File: src/dlle_pkg.sv
// dlle_pkg: shared constants and types for the DNS label length encoder.
// Used by every module of the block and by the channel interfaces.
// No dependencies.
package dlle_pkg;

  localparam int MAX_LABEL = 63;
  localparam int CNT_W     = $clog2(MAX_LABEL + 1);
  localparam int ADDR_W    = CNT_W + 1;             // bank bit + character index
  localparam int BYTE_W    = 8;

  localparam logic [BYTE_W-1:0] DOT_CHAR  = 8'd46;
  localparam logic [CNT_W-1:0]  LABEL_MAX = CNT_W'(MAX_LABEL);

  // One finished label waiting to be sent.
  typedef struct packed {
    logic             bank;
    logic [CNT_W-1:0] cnt;
    logic             ovf;
    logic             last;
  } label_cmd_t;

  // Character store write port, front to back.
  typedef struct packed {
    logic              en;
    logic [ADDR_W-1:0] addr;
    logic [BYTE_W-1:0] data;
  } store_wr_t;

endpackage

File: src/dlle_if.sv
// dlle_if: valid/ready channel interfaces for the character input and byte output.
// Depends on dlle_pkg for the byte width.
interface dlle_in_if;
  logic                      valid;
  logic                      ready;
  logic [dlle_pkg::BYTE_W-1:0] name_char;
  logic                      is_final;

  modport source (output valid, output name_char, output is_final, input ready);
  modport sink   (input valid, input name_char, input is_final, output ready);
endinterface

interface dlle_out_if;
  logic                      valid;
  logic                      ready;
  logic [dlle_pkg::BYTE_W-1:0] out_byte;
  logic                      run_end;
  logic                      name_end;
  logic                      label_too_long;

  modport source (output valid, output out_byte, output run_end, output name_end,
                  output label_too_long, input ready);
  modport sink   (input valid, input out_byte, input run_end, input name_end,
                  input label_too_long, output ready);
endinterface

File: src/dns_label_length_encoder.sv
// dns_label_length_encoder: top level; dotted name in, DNS wire labels out.
// Depends on dlle_pkg, dlle_if, dlle_front, dlle_cmd_fifo, dlle_back.
//
//   channel   dir   payload                                      handshake
//   in_ch     in    name_char[7:0], is_final                     valid/ready
//   out_ch    out   out_byte[7:0], run_end, name_end,            valid/ready
//                   label_too_long
//
// A label of n stored characters leaves as n+1 bytes at one byte per cycle
// while out_ch is not stalled, the rate of the single store read port.
// The store has two banks, so one label can be filled while the previous one
// drains; input stalls only when both banks hold unsent labels.
// The output register holds its byte while out_ch.ready is low.
// Synchronous active-low reset; the first item can be taken right after it.
module dns_label_length_encoder (
  input  logic        clk,
  input  logic        rst_n,
  dlle_in_if.sink     in_ch,
  dlle_out_if.source  out_ch
);

  dlle_pkg::label_cmd_t push_cmd, head;
  dlle_pkg::store_wr_t  st_wr;
  logic                 push, pop, q_empty, q_full;

  dlle_front u_front (
    .clk    (clk),
    .rst_n  (rst_n),
    .in_ch  (in_ch),
    .q_full (q_full),
    .q_push (push),
    .q_cmd  (push_cmd),
    .st_wr  (st_wr)
  );

  dlle_cmd_fifo u_fifo (
    .clk      (clk),
    .rst_n    (rst_n),
    .push     (push),
    .push_cmd (push_cmd),
    .pop      (pop),
    .head     (head),
    .empty    (q_empty),
    .full     (q_full)
  );

  dlle_back u_back (
    .clk     (clk),
    .rst_n   (rst_n),
    .st_wr   (st_wr),
    .head    (head),
    .q_empty (q_empty),
    .q_pop   (pop),
    .out_ch  (out_ch)
  );

endmodule

File: src/dlle_front.sv
// dlle_front: accepts characters, fills the current store bank and queues a
// label command on a dot or the final character. Depends on dlle_pkg, dlle_if.
module dlle_front (
  input  logic                 clk,
  input  logic                 rst_n,
  dlle_in_if.sink              in_ch,
  input  logic                 q_full,
  output logic                 q_push,
  output dlle_pkg::label_cmd_t q_cmd,
  output dlle_pkg::store_wr_t  st_wr
);

  logic                       bank_r, bank_nxt;
  logic [dlle_pkg::CNT_W-1:0] cnt_r, cnt_nxt;
  logic                       ovf_r, ovf_nxt;
  logic                       acc, is_dot, room;
  logic [dlle_pkg::CNT_W-1:0] cnt_after;
  logic                       ovf_after;

  assign in_ch.ready = !q_full;
  assign acc         = in_ch.valid && !q_full;
  assign is_dot      = (in_ch.name_char == dlle_pkg::DOT_CHAR);
  assign room        = (cnt_r < dlle_pkg::LABEL_MAX);

  always_comb begin
    cnt_after = (room && !is_dot) ? cnt_r + dlle_pkg::CNT_W'(1) : cnt_r;
    ovf_after = ovf_r | (!room && !is_dot);

    st_wr.en   = acc && !is_dot && room;
    st_wr.addr = {bank_r, cnt_r};
    st_wr.data = in_ch.name_char;

    q_push        = acc && (is_dot || in_ch.is_final);
    q_cmd.bank    = bank_r;
    q_cmd.cnt     = cnt_after;
    q_cmd.ovf     = ovf_after;
    q_cmd.last    = in_ch.is_final;

    bank_nxt = bank_r;
    cnt_nxt  = cnt_r;
    ovf_nxt  = ovf_r;
    if (q_push) begin
      // label handed over; next one goes to the other bank
      bank_nxt = !bank_r;
      cnt_nxt  = '0;
      ovf_nxt  = 1'b0;
    end else if (acc) begin
      cnt_nxt = cnt_after;
      ovf_nxt = ovf_after;
    end
  end

  always_ff @(posedge clk) begin
    if (!rst_n) begin
      bank_r <= 1'b0;
      cnt_r  <= '0;
      ovf_r  <= 1'b0;
    end else begin
      bank_r <= bank_nxt;
      cnt_r  <= cnt_nxt;
      ovf_r  <= ovf_nxt;
    end
  end

endmodule

File: src/dlle_cmd_fifo.sv
// dlle_cmd_fifo: two-entry queue of label commands between front and back.
// Depends on dlle_pkg.
module dlle_cmd_fifo (
  input  logic                 clk,
  input  logic                 rst_n,
  input  logic                 push,
  input  dlle_pkg::label_cmd_t push_cmd,
  input  logic                 pop,
  output dlle_pkg::label_cmd_t head,
  output logic                 empty,
  output logic                 full
);

  dlle_pkg::label_cmd_t ent_r [2];
  logic                 wr_ptr_r, wr_ptr_nxt;
  logic                 rd_ptr_r, rd_ptr_nxt;
  logic [1:0]           count_r, count_nxt;

  assign head  = ent_r[rd_ptr_r];
  assign empty = (count_r == 2'd0);
  assign full  = (count_r == 2'd2);

  always_comb begin
    wr_ptr_nxt = push ? !wr_ptr_r : wr_ptr_r;
    rd_ptr_nxt = pop  ? !rd_ptr_r : rd_ptr_r;
    count_nxt  = count_r;
    case ({push, pop})
      2'b10:   count_nxt = count_r + 2'd1;
      2'b01:   count_nxt = count_r - 2'd1;
      default: count_nxt = count_r;
    endcase
  end

  always_ff @(posedge clk) begin
    if (push) ent_r[wr_ptr_r] <= push_cmd;
  end

  always_ff @(posedge clk) begin
    if (!rst_n) begin
      wr_ptr_r <= 1'b0;
      rd_ptr_r <= 1'b0;
      count_r  <= 2'd0;
    end else begin
      wr_ptr_r <= wr_ptr_nxt;
      rd_ptr_r <= rd_ptr_nxt;
      count_r  <= count_nxt;
    end
  end

endmodule

File: src/dlle_back.sv
// dlle_back: two-bank character store and the sequencer that sends each queued
// label as a length byte and its characters. Depends on dlle_pkg, dlle_if.
module dlle_back (
  input  logic                 clk,
  input  logic                 rst_n,
  input  dlle_pkg::store_wr_t  st_wr,
  input  dlle_pkg::label_cmd_t head,
  input  logic                 q_empty,
  output logic                 q_pop,
  dlle_out_if.source           out_ch
);

  typedef enum logic {
    ST_LEN,
    ST_CHARS
  } state_t;

  logic [dlle_pkg::BYTE_W-1:0] store_mem [2**dlle_pkg::ADDR_W];
  logic [dlle_pkg::BYTE_W-1:0] rd_q_r;

  state_t                      state_r, state_nxt;
  logic [dlle_pkg::CNT_W-1:0]  idx_r, idx_nxt;
  logic                        valid_r, valid_nxt;
  logic [dlle_pkg::BYTE_W-1:0] byte_r, byte_nxt;
  logic                        run_end_r, run_end_nxt;
  logic                        name_end_r, name_end_nxt;
  logic                        too_long_r, too_long_nxt;
  logic                        slot_free, idx_last;

  assign slot_free = !valid_r || out_ch.ready;
  assign idx_last  = (idx_r == head.cnt - dlle_pkg::CNT_W'(1));

  always_comb begin
    state_nxt    = state_r;
    idx_nxt      = idx_r;
    valid_nxt    = out_ch.ready ? 1'b0 : valid_r;
    byte_nxt     = byte_r;
    run_end_nxt  = run_end_r;
    name_end_nxt = name_end_r;
    too_long_nxt = too_long_r;
    q_pop        = 1'b0;
    unique case (state_r)
      ST_LEN: begin
        idx_nxt = '0;
        if (!q_empty && slot_free) begin
          valid_nxt    = 1'b1;
          byte_nxt     = dlle_pkg::BYTE_W'(head.cnt);
          run_end_nxt  = (head.cnt == '0);
          name_end_nxt = (head.cnt == '0) && head.last;
          too_long_nxt = head.ovf;
          if (head.cnt == '0) q_pop = 1'b1;
          else                state_nxt = ST_CHARS;
        end
      end
      ST_CHARS: begin
        if (slot_free) begin
          valid_nxt    = 1'b1;
          byte_nxt     = rd_q_r;
          run_end_nxt  = idx_last;
          name_end_nxt = idx_last && head.last;
          too_long_nxt = head.ovf;
          if (idx_last) begin
            q_pop     = 1'b1;
            state_nxt = ST_LEN;
          end else begin
            idx_nxt = idx_r + dlle_pkg::CNT_W'(1);
          end
        end
      end
      default: state_nxt = ST_LEN;
    endcase
  end

  // read data always follows the character index of the next cycle
  always_ff @(posedge clk) begin
    if (st_wr.en) store_mem[st_wr.addr] <= st_wr.data;
    rd_q_r <= store_mem[{head.bank, idx_nxt}];
  end

  always_ff @(posedge clk) begin
    if (!rst_n) begin
      state_r <= ST_LEN;
      idx_r   <= '0;
      valid_r <= 1'b0;
    end else begin
      state_r <= state_nxt;
      idx_r   <= idx_nxt;
      valid_r <= valid_nxt;
    end
    byte_r     <= byte_nxt;
    run_end_r  <= run_end_nxt;
    name_end_r <= name_end_nxt;
    too_long_r <= too_long_nxt;
  end

  assign out_ch.valid          = valid_r;
  assign out_ch.out_byte       = byte_r;
  assign out_ch.run_end        = run_end_r;
  assign out_ch.name_end       = name_end_r;
  assign out_ch.label_too_long = too_long_r;

endmodule
File: src/flat_wrapper.sv
// flat-port wrapper written by rule: the top's interface ports become plain ports
module dns_label_length_encoder_flat 
  (clk, rst_n, in_ch_valid, in_ch_name_char, in_ch_is_final, in_ch_ready, out_ch_valid, out_ch_out_byte, out_ch_run_end, out_ch_name_end, out_ch_label_too_long, out_ch_ready);
  dlle_in_if in_ch_i ();
  dlle_out_if out_ch_i ();
  input  logic clk;
  input  logic rst_n;
  input wire logic [$bits(in_ch_i.valid)-1:0] in_ch_valid;
  input wire logic [$bits(in_ch_i.name_char)-1:0] in_ch_name_char;
  input wire logic [$bits(in_ch_i.is_final)-1:0] in_ch_is_final;
  output wire logic [$bits(in_ch_i.ready)-1:0] in_ch_ready;
  output wire logic [$bits(out_ch_i.valid)-1:0] out_ch_valid;
  output wire logic [$bits(out_ch_i.out_byte)-1:0] out_ch_out_byte;
  output wire logic [$bits(out_ch_i.run_end)-1:0] out_ch_run_end;
  output wire logic [$bits(out_ch_i.name_end)-1:0] out_ch_name_end;
  output wire logic [$bits(out_ch_i.label_too_long)-1:0] out_ch_label_too_long;
  input wire logic [$bits(out_ch_i.ready)-1:0] out_ch_ready;
  assign in_ch_i.valid = in_ch_valid;
  assign in_ch_i.name_char = in_ch_name_char;
  assign in_ch_i.is_final = in_ch_is_final;
  assign in_ch_ready = in_ch_i.ready;
  assign out_ch_valid = out_ch_i.valid;
  assign out_ch_out_byte = out_ch_i.out_byte;
  assign out_ch_run_end = out_ch_i.run_end;
  assign out_ch_name_end = out_ch_i.name_end;
  assign out_ch_label_too_long = out_ch_i.label_too_long;
  assign out_ch_i.ready = out_ch_ready;
  dns_label_length_encoder u_core (.clk(clk), .rst_n(rst_n), .in_ch(in_ch_i), .out_ch(out_ch_i));
endmodule
File: config.mk
export PLATFORM = sky130hd
export DESIGN_NAME = dns_label_length_encoder_flat
export DESIGN_NICKNAME = d
export VERILOG_FILES = /design/src/dlle_pkg.sv /design/src/dlle_if.sv /design/src/dns_label_length_encoder.sv /design/src/dlle_front.sv /design/src/dlle_cmd_fifo.sv /design/src/dlle_back.sv /design/src/flat_wrapper.sv
export SDC_FILE = /design/constraint.sdc
export NUM_CORES = 1
export LEC_CHECK = 0
export ABC_AREA = 1
export ABC_CLOCK_PERIOD_IN_PS = 4300
export BUFFER_PORTS_ARGS = -buffer_cell sky130_fd_sc_hd__buf_2
export CAP_MARGIN = 10
export CELL_PAD_IN_SITES_DETAIL_PLACEMENT = 0
export CELL_PAD_IN_SITES_GLOBAL_PLACEMENT = 2
export CORE_UTILIZATION = 46
export DETAILED_ROUTE_END_ITERATION = 16
export GPL_TIMING_DRIVEN = 0
export HOLD_SLACK_MARGIN = 0.08
export PLACE_DENSITY = 0.95
export SLEW_MARGIN = 20
export SYNTH_ARGS = -nofsm -noshare
export SYNTH_HDL_FRONTEND = slang
export SYNTH_SLANG_ARGS = --single-unit
File: constraint.sdc
create_clock -name clk -period 4.3 [get_ports clk]
set_clock_uncertainty 0.05 [all_clocks]
set_input_delay 0.43 -clock clk [delete_from_list [all_inputs] [get_ports clk]]
set_output_delay 0.43 -clock clk [all_outputs]
set_load 0.01 [all_outputs]
* Word level (Yosys, flattened, before mapping)
Memory sizes are Yosys's and may differ from the RTL's. A register that Yosys moved wholly into a read port is not among the register bits.
Index checks and enable logic that the tools add are counted.
W data, S select, Z words.
** Cells by class
- Add/subtract/negate cells :: 5
- $lt $le $gt $ge :: 1
- Eq/ne operators :: 7
- Multiplexer cells :: 37
- Bitwise logic cells :: 3
- Reductions and logical operators :: 24
** Operators with widths (count)
- $mux W1 :: 23
- $mux W6 :: 3
- $mux W8 :: 2
- $pmux W8 S2 :: 1
- $add A6 B1 Y6 const B :: 2
- $pmux W1 S2 :: 6
- $pmux W6 S2 :: 1
- $logic_and A1 B1 Y1 :: 9
- $eq A8 B6 Y1 const B :: 1
- $logic_not A1 Y1 :: 8
- $eq A6 B6 Y1 :: 1
- $logic_not A6 Y1 :: 1
- $lt A6 B6 Y1 const B :: 1
- $sub A6 B1 Y6 const B :: 1
- $eq A2 B2 Y1 const B :: 2
- $pmux W2 S2 :: 1
- $add A2 B1 Y2 const B :: 1
- $eq A2 B1 Y1 const B :: 1
- $logic_not A2 Y1 :: 1
- $logic_or A1 B1 Y1 :: 2
- $ne A2 B1 Y1 const B :: 1
- $ne A2 B2 Y1 const B :: 1
- $not A1 Y1 :: 2
- $reduce_and A2 Y1 :: 1
- other kinds (4) :: 4
** Word-level totals
- Bits in registers :: 31
- Memory bits (writable) :: 1042
- Input bits :: 13
- Output and inout bits :: 13
- Word-level logic and storage cells :: 92
- Memories kept :: 2
** Memory list
- u_core.u_back.store_mem :: words 128, width 8, rd ports 1, clocked after Yosys merged registers in 1, write ports 1, RTL line dlle_back.sv:18 : logic [dlle_pkg::BYTE_W-1:0] store_mem [2**dlle_pkg::ADDR_W];
- u_core.u_fifo.ent_r :: words 2, width 9, rd ports 1, clocked after Yosys merged registers in 1, write ports 1, RTL line dlle_cmd_fifo.sv:14 : dlle_pkg::label_cmd_t ent_r [2];

* Depth between registers and ports, before layout
- Depth after elaboration :: 7
- Depth in mapped cells :: 27
- Gate-level depth less buffers :: 25

* By module
Synthesis repeated with hierarchy kept, for this count alone.
** Second synthesis, totals
- Cells, all modules :: 4766
- Area, all modules :: 48969.5 um^2
** Modules (own cells, without submodules)
- dlle_back :: instances 1, cells each 4575, area each 47282.8 um^2, seq. area each 31400.1 um^2
- dlle_cmd_fifo :: instances 1, cells each 63, area each 913.4 um^2, seq. area each 640.6 um^2
- dlle_front :: instances 1, cells each 128, area each 773.2 um^2, seq. area each 160.2 um^2

* Least setup slack after synthesis
OpenSTA, ideal clock, no wires.
- Kind :: register to register
- Start point :: register (tool-made name)
- End point :: register u_core.u_back.rd_q_r[6] in the netlist's numbering (read register of u_core.u_back.store_mem)
- Library setup time :: 0.114 ns
- Arrival :: 2.741 ns
- Required time :: 4.136 ns
- Setup slack :: 1.395 ns
- Cell stages (with the launch flop) :: 24
- Path buffers :: 3
- Period minus slack after synthesis :: 2.905 ns
- Cell sequence :: dfxtp_1 > inv_2 > nand2_1 > nand2_1 > ha_1 > xor2_1 > nand3_1 > nor2_1 > nand2_1 > nor2_2 > nand2_2 > nand3_2 > nand3_2 > buf_6 > buf_4 > buf_2 > o211ai_1 > nand3_1 > nand3_1 > nand3_1 > nand3_1 > nand2_1 > nand2_1 > nand2_1
** RTL lines
- end, declared :: RTL line dlle_back.sv:19 : logic [dlle_pkg::BYTE_W-1:0] rd_q_r;

* Worst setup path after layout
- Start point :: register u_core.u_front.cnt_r[1] in the netlist's numbering
- End point :: memory u_core.u_back.store_mem[65][1] in the netlist's numbering, enable pin
** Between the ends
- Cells in the longest elaborated chain, start to end :: 4
** RTL lines
- start, declared :: RTL line dlle_front.sv:14 : logic [dlle_pkg::CNT_W-1:0] cnt_r, cnt_nxt;
- start signal, assigned :: RTL line dlle_front.sv:60 : cnt_r <= cnt_nxt;
- $lt A6 B6 Y1 :: RTL line dlle_front.sv:23 : assign room = (cnt_r < dlle_pkg::LABEL_MAX);
- $logic_and A1 B1 Y1 :: RTL line dlle_front.sv:29 : st_wr.en = acc && !is_dot && room;
- $mux W1 :: RTL line dlle_back.sv:76 : if (st_wr.en) store_mem[st_wr.addr] <= st_wr.data;
- $mux W1 (not written as such) :: RTL line dlle_back.sv:76
- end, declared :: RTL line dlle_back.sv:18
Parallel ways exist; a longest one is shown, timed or not.

==> run summary <==
GLOBAL ROUTE
-----------------------------------------------------------------------------------------------------
Met2 capacity usage during global routing                                                       46.3%
Most heavily used metal layer in global routing                                                  met2
Remaining global-route overflow                                                                     0
M1 GR Usage                                                                                     41.4%
Largest net degree at the start of global routing                                                  95
Initial antenna violation count                                                                     4
Number of global-route vias before repair                                                      33,000
Global-route wire length before repair                                                         230 mm
Gr usage total                                                                                  30.0%
Met3 demand-to-capacity share in global routing                                                 6.13%

CRITICAL PATH
-----------------------------------------------------------------------------------------------------
Critical-path maximum fanout                                                                       10
Nature of the critical path startpoint                                                       register
Slowest cell on crit path                                                                sky130_fd_sc_hd__nor2_1
Dominant delay contributor by cell family on the critical path                           simple AND/OR/NAND/NOR gates
CP Data Required Time                                                                         4.57 ns
Delay of the slowest cell on the worst path                                                   0.79 ns
Sum of buffers and inverters on the critical path                                                   2
Cells along the critical path                                                            ha_1, nand3_1, nand2_1, nor2_1, inv_1, nor2_1, nand3_2, clkbuf_2, nor2_1
Worst EP arrival                                                                              4.59 ns
Critical path class                                                                        reg -> reg
Critical Path End Type                                                                       register
Cell occurring most often along the worst timing path                                    sky130_fd_sc_hd__nor2_1

FLOORPLAN
-----------------------------------------------------------------------------------------------------
Area of the core                                                                          104,000 um2
Die Wd                                                                                         327 um
Initial standard-cell utilization of the core                                                   46.6%
I/O pin cnt                                                                                        26
Vertical extent of the die                                                                     327 um
Area of the die                                                                           107,000 um2
Count of standard-cell rows                                                                       118

WORST HOLD PATH
-----------------------------------------------------------------------------------------------------
Min-Delay Path Class                                                                        in -> reg

SYNTHESIS
-----------------------------------------------------------------------------------------------------
Main area contributors after synthesis                                                   sky130_fd_sc_hd__edfxtp_1 (65%), sky130_fd_sc_hd__nand3_1 (8.7%), sky130_fd_sc_hd__inv_1 (7.1%), sky130_fd_sc_hd__nand2_1 (5.9%), sky130_fd_sc_hd__nand4_1 (4.6%)
Compound-cell area share of the yosys netlist                                                   2.21%
Mapped Cells                                                                                    4,683
Most instantiated flip-flop cell in the synthesis netlist                                sky130_fd_sc_hd__edfxtp_1
Number of flip-flops and latches in the synthesized netlist                                     1,082
Post-Synth Simple-Gate Area                                                                     20.9%
Number of unique standard cell types used by synthesis                                             35
Yosys warning count                                                                                 0
Post-Synth XOR/XNOR Area                                                                       0.127%
Share of Yosys cell area claimed by the top area cell type                                      65.3%
Area of the mapped netlist                                                                 48,400 um2
Avg Inst Size Synth                                                                          10.3 um2
Async S/R FF share, synth                                                                          0%
Number of synthesized flops with an enable pin                                                  1,053
Net Count, Synth                                                                                4,701
Biggest area consumer among synthesized cells                                            sky130_fd_sc_hd__edfxtp_1
Largest family of logic cells by synthesized area                                        simple AND/OR/NAND/NOR gates
Fraction of synthesized area in multiplexers                                                  0.0207%
Post-synthesis share of cell area spent on full adders, half adders and majority gates         0.129%
Sequential area share after synthesis                                                           66.5%

ROUTE
-----------------------------------------------------------------------------------------------------
Post-DR wirelength/cell                                                                       25.4 um
WL final                                                                                       161 mm
Detailed Route Iter0 Violations                                                                 4,846
Number of search-and-repair iterations in the first detailed-routing pass                           8
Number of DRC violations after detailed routing                                                     0
Antenna violation net count after detailed routing                                                  0
Via-to-Cell Ratio                                                                                5.65
Overall via count from detail_route                                                            35,700

PLACE
-----------------------------------------------------------------------------------------------------
Count of input and output buffers                                                                  25
Half-perimeter wire length after placement                                                     108 mm
Pre-CTS worst setup slack                                                                   -0.922 ns
Placed cell count                                                                               6,100
Placer congestion estimate                                                                      0.951

POWER
-----------------------------------------------------------------------------------------------------
Leak Pwr                                                                                    0.0225 uW
Pwr Density                                                                                433 nW/um2
Portion of total power attributed to combinational logic                                        10.3%
Switching component of the power                                                              6070 uW
Max rail drop VDD                                                                            0.334 mV
Clock Power Share                                                                               40.7%
Proportion of total power due to net switching                                                  25.5%
Register share of total power                                                                   49.0%
Total power of the final layout                                                             23,800 uW
Design internal power                                                                       17,700 uW

CLOCK NETWORK
-----------------------------------------------------------------------------------------------------
Number of clock sinks                                                                           1,082
Root buffer cell                                                                         sky130_fd_sc_hd__clkbuf_16
Deepest level of the CTS H-tree                                                                     3
CTS Buffer Depth                                                                                    3
Clock insertion delay at the later pin of the skew report                                     0.71 ns
Post-CTS setup buffer count                                                                         0
Clock edge transition at the registers on the reported setup and hold paths                   0.06 ns
TritonCTS clock tree                                                                             done
Total CTS buffers                                                                                 112

RUN STATUS
-----------------------------------------------------------------------------------------------------
Status                                                                                   finished with violations
Violations in the final reports                                                          setup timing

STA
-----------------------------------------------------------------------------------------------------
Worst relative slew slack                                                                       5.61%
Tightest Pin Transition                                                                       1.42 ns
Minimum clock period after layout                                                             4.31 ns
RSZ-0062 raised after global routing                                                              yes
Final period utilization                                                                         100%
Final max-slew violation count                                                                      0
Final Hold Fails                                                                                    0
Max Clock Freq                                                                              0.232 GHz
Slack of the critical path                                                                 -0.0128 ns
Final setup violation count                                                                        12

CELLS AND AREA
-----------------------------------------------------------------------------------------------------
Core occupancy in the finished layout                                                           52.9%
Final standard cell count with taps included and fillers excluded                               6,327
Post-synthesis to final-layout area growth                                                      13.5%
Number of nets in the layout                                                                    4,866
Ratio of cells with drive above 1 in the final layout                                           10.3%

RUN
-----------------------------------------------------------------------------------------------------
MaxCap Viol Count                                                                                   0

[synthesized netlist by cell type (2+ instances only)]
master / instances
sky130_fd_sc_hd__nor3_2: 3
sky130_fd_sc_hd__dfxtp_1: 29
sky130_fd_sc_hd__inv_2: 8
sky130_fd_sc_hd__inv_1: 912
sky130_fd_sc_hd__a211oi_1: 3
sky130_fd_sc_hd__nor2_1: 161
sky130_fd_sc_hd__nor3_1: 6
sky130_fd_sc_hd__clkinv_1: 2
sky130_fd_sc_hd__nand2_1: 767
sky130_fd_sc_hd__nand3_2: 4
sky130_fd_sc_hd__o21ai_1: 3
sky130_fd_sc_hd__nand4_1: 360
sky130_fd_sc_hd__buf_6: 2
sky130_fd_sc_hd__a21oi_1: 14
sky130_fd_sc_hd__xor2_1: 6
sky130_fd_sc_hd__buf_2: 181
sky130_fd_sc_hd__edfxtp_1: 1053
sky130_fd_sc_hd__ha_1: 5
sky130_fd_sc_hd__clkbuf_1: 83
sky130_fd_sc_hd__nor4_1: 2
sky130_fd_sc_hd__o211ai_1: 24
sky130_fd_sc_hd__buf_4: 10
sky130_fd_sc_hd__nand3_1: 846
sky130_fd_sc_hd__o21ai_0: 153
sky130_fd_sc_hd__clkbuf_2: 3
sky130_fd_sc_hd__buf_1: 31
sky130_fd_sc_hd__nand2_2: 4
[worst register-to-register path, stage by stage, from the launching register on]
cell and delay (ns):
sky130_fd_sc_hd__dfxtp_1 0.39, sky130_fd_sc_hd__ha_1 0.24, sky130_fd_sc_hd__nand3_1 0.08, sky130_fd_sc_hd__nand2_1 0.16, sky130_fd_sc_hd__nor2_1 0.33, sky130_fd_sc_hd__inv_1 0.14
sky130_fd_sc_hd__nor2_1 0.38, sky130_fd_sc_hd__nand3_2 0.69, sky130_fd_sc_hd__clkbuf_2 0.64, sky130_fd_sc_hd__nor2_1 0.80
[layout make-up]
type                            count  area, um2
Antenna cell                        3       7.51
Clock buffer                      134       2960
Tap cell                         1380       1730
Multi-Input combinational cell   2369      11500
Clock inverter                     76        666
Inverter                          922       3460
Timing Repair Buffer               51        664
Buffer                            310       1790
Sequential cell                  1082      32200
Fill cell                        9220      49000
[timing repair]
item | CTS | global route
hold buffers | 14 | 0
setup endpoints to repair | 34 | 229
endpoints found under the hold margin | 73 | 0
gates resized for setup | 19 | 222
[final timing paths]
check / start / end / slack, ns / depth (start not counted)
setup reg to reg: u_core.u_front.cnt_r[1]$_SDFFE_PP0P_ / u_core.u_back.store_mem[65][1]$_DFFE_PP_ / -0.01 / 9
hold / removal: in_ch_name_char[5] / u_core.u_back.store_mem[117][5]$_DFFE_PP_ / 0.10 / 2
setup / recovery: u_core.u_front.cnt_r[1]$_SDFFE_PP0P_ / u_core.u_back.store_mem[65][1]$_DFFE_PP_ / -0.01 / 9
hold reg to reg: u_core.u_fifo.rd_ptr_r$_SDFFE_PN0P_ / u_core.u_fifo.rd_ptr_r$_SDFFE_PN0P_ / 0.41 / 1
[power by group through the flow]
stage	combinational (uW)	sequential [uW]	clock, uW
floorplan	1200	11900	0
global placement	2240	11900	0
detailed placement	2310	11900	0
CTS	2350	11700	9720
global route	2590	11700	10100
finish	2460	11700	9690
[routing by layer]
metal  wire, um  share of wire [%]
met5          0                  0
met4       6990                4.4
met3      16400                 10
met2      73000                 45
met1      64400                 40
[stage by stage]
stage / TNS, ns / hold WS (ns) / area (um2)
after floorplan: 0 / 0.375 / 48400
after global placement: -2513.32 / 0.386 / 50300
after detailed placement: -292.93 / 0.404 / 50700
after CTS: 0 / 0.0915 / 54500
after global routing: -5.60 / 0.107 / 55000
final: -0.0850 / 0.102 / 55000
[flip-flops by register name, summed over array words and instances, names as in the netlist, named ones only]
register	cells
u_core.u_back.out_ch.valid	1
u_core.u_back.out_ch.run_end	1
u_core.u_front.cnt_r	6
u_core.u_back.rd_q_r	8
u_core.u_front.bank_r	1
u_core.u_fifo.count_r	2
u_core.u_fifo.rd_ptr_r	1
u_core.u_back.out_ch.out_byte	8
u_core.u_back.state_r	1
u_core.u_fifo.wr_ptr_r	1
u_core.u_front.ovf_r	1
u_core.u_back.idx_r	6
u_core.u_fifo.ent_r	18
u_core.u_back.out_ch.name_end	1
u_core.u_back.out_ch.label_too_long	1
u_core.u_back.store_mem	1024
[layout by cell type, fill, tap and decap left out, types with 8 or more instances in the layout]
cell type,count
sky130_fd_sc_hd__bufinv_16,10
sky130_fd_sc_hd__nor2_2,24
sky130_fd_sc_hd__clkbuf_4,46
sky130_fd_sc_hd__inv_1,912
sky130_fd_sc_hd__buf_4,20
sky130_fd_sc_hd__o21ai_0,153
sky130_fd_sc_hd__nor2_1,138
sky130_fd_sc_hd__buf_8,10
sky130_fd_sc_hd__nand4_1,360
sky130_fd_sc_hd__edfxtp_1,1053
sky130_fd_sc_hd__clkbuf_1,61
sky130_fd_sc_hd__clkinv_2,26
sky130_fd_sc_hd__buf_2,132
sky130_fd_sc_hd__dlygate4sd3_1,10
sky130_fd_sc_hd__clkinv_1,30
sky130_fd_sc_hd__nand3_1,831
sky130_fd_sc_hd__buf_6,17
sky130_fd_sc_hd__nand3_2,17
sky130_fd_sc_hd__o211ai_1,24
sky130_fd_sc_hd__inv_2,8
sky130_fd_sc_hd__buf_12,8
sky130_fd_sc_hd__a21oi_1,14
sky130_fd_sc_hd__buf_16,8
sky130_fd_sc_hd__clkbuf_2,44
sky130_fd_sc_hd__clkbuf_16,114
sky130_fd_sc_hd__nand2_1,767
sky130_fd_sc_hd__dfxtp_1,29
sky130_fd_sc_hd__buf_1,21
[cells by family after synthesis]
kind of cell | Yosys count
xor gates and xnor gates | 7
buffers and inverters | 1232
AOI/OAI and AO/OA | 199
adders and majority gates | 5
DFF | 1082
and+or+nand+nor | 2157
muxes | 1
(Power assumes the default switching activity.)
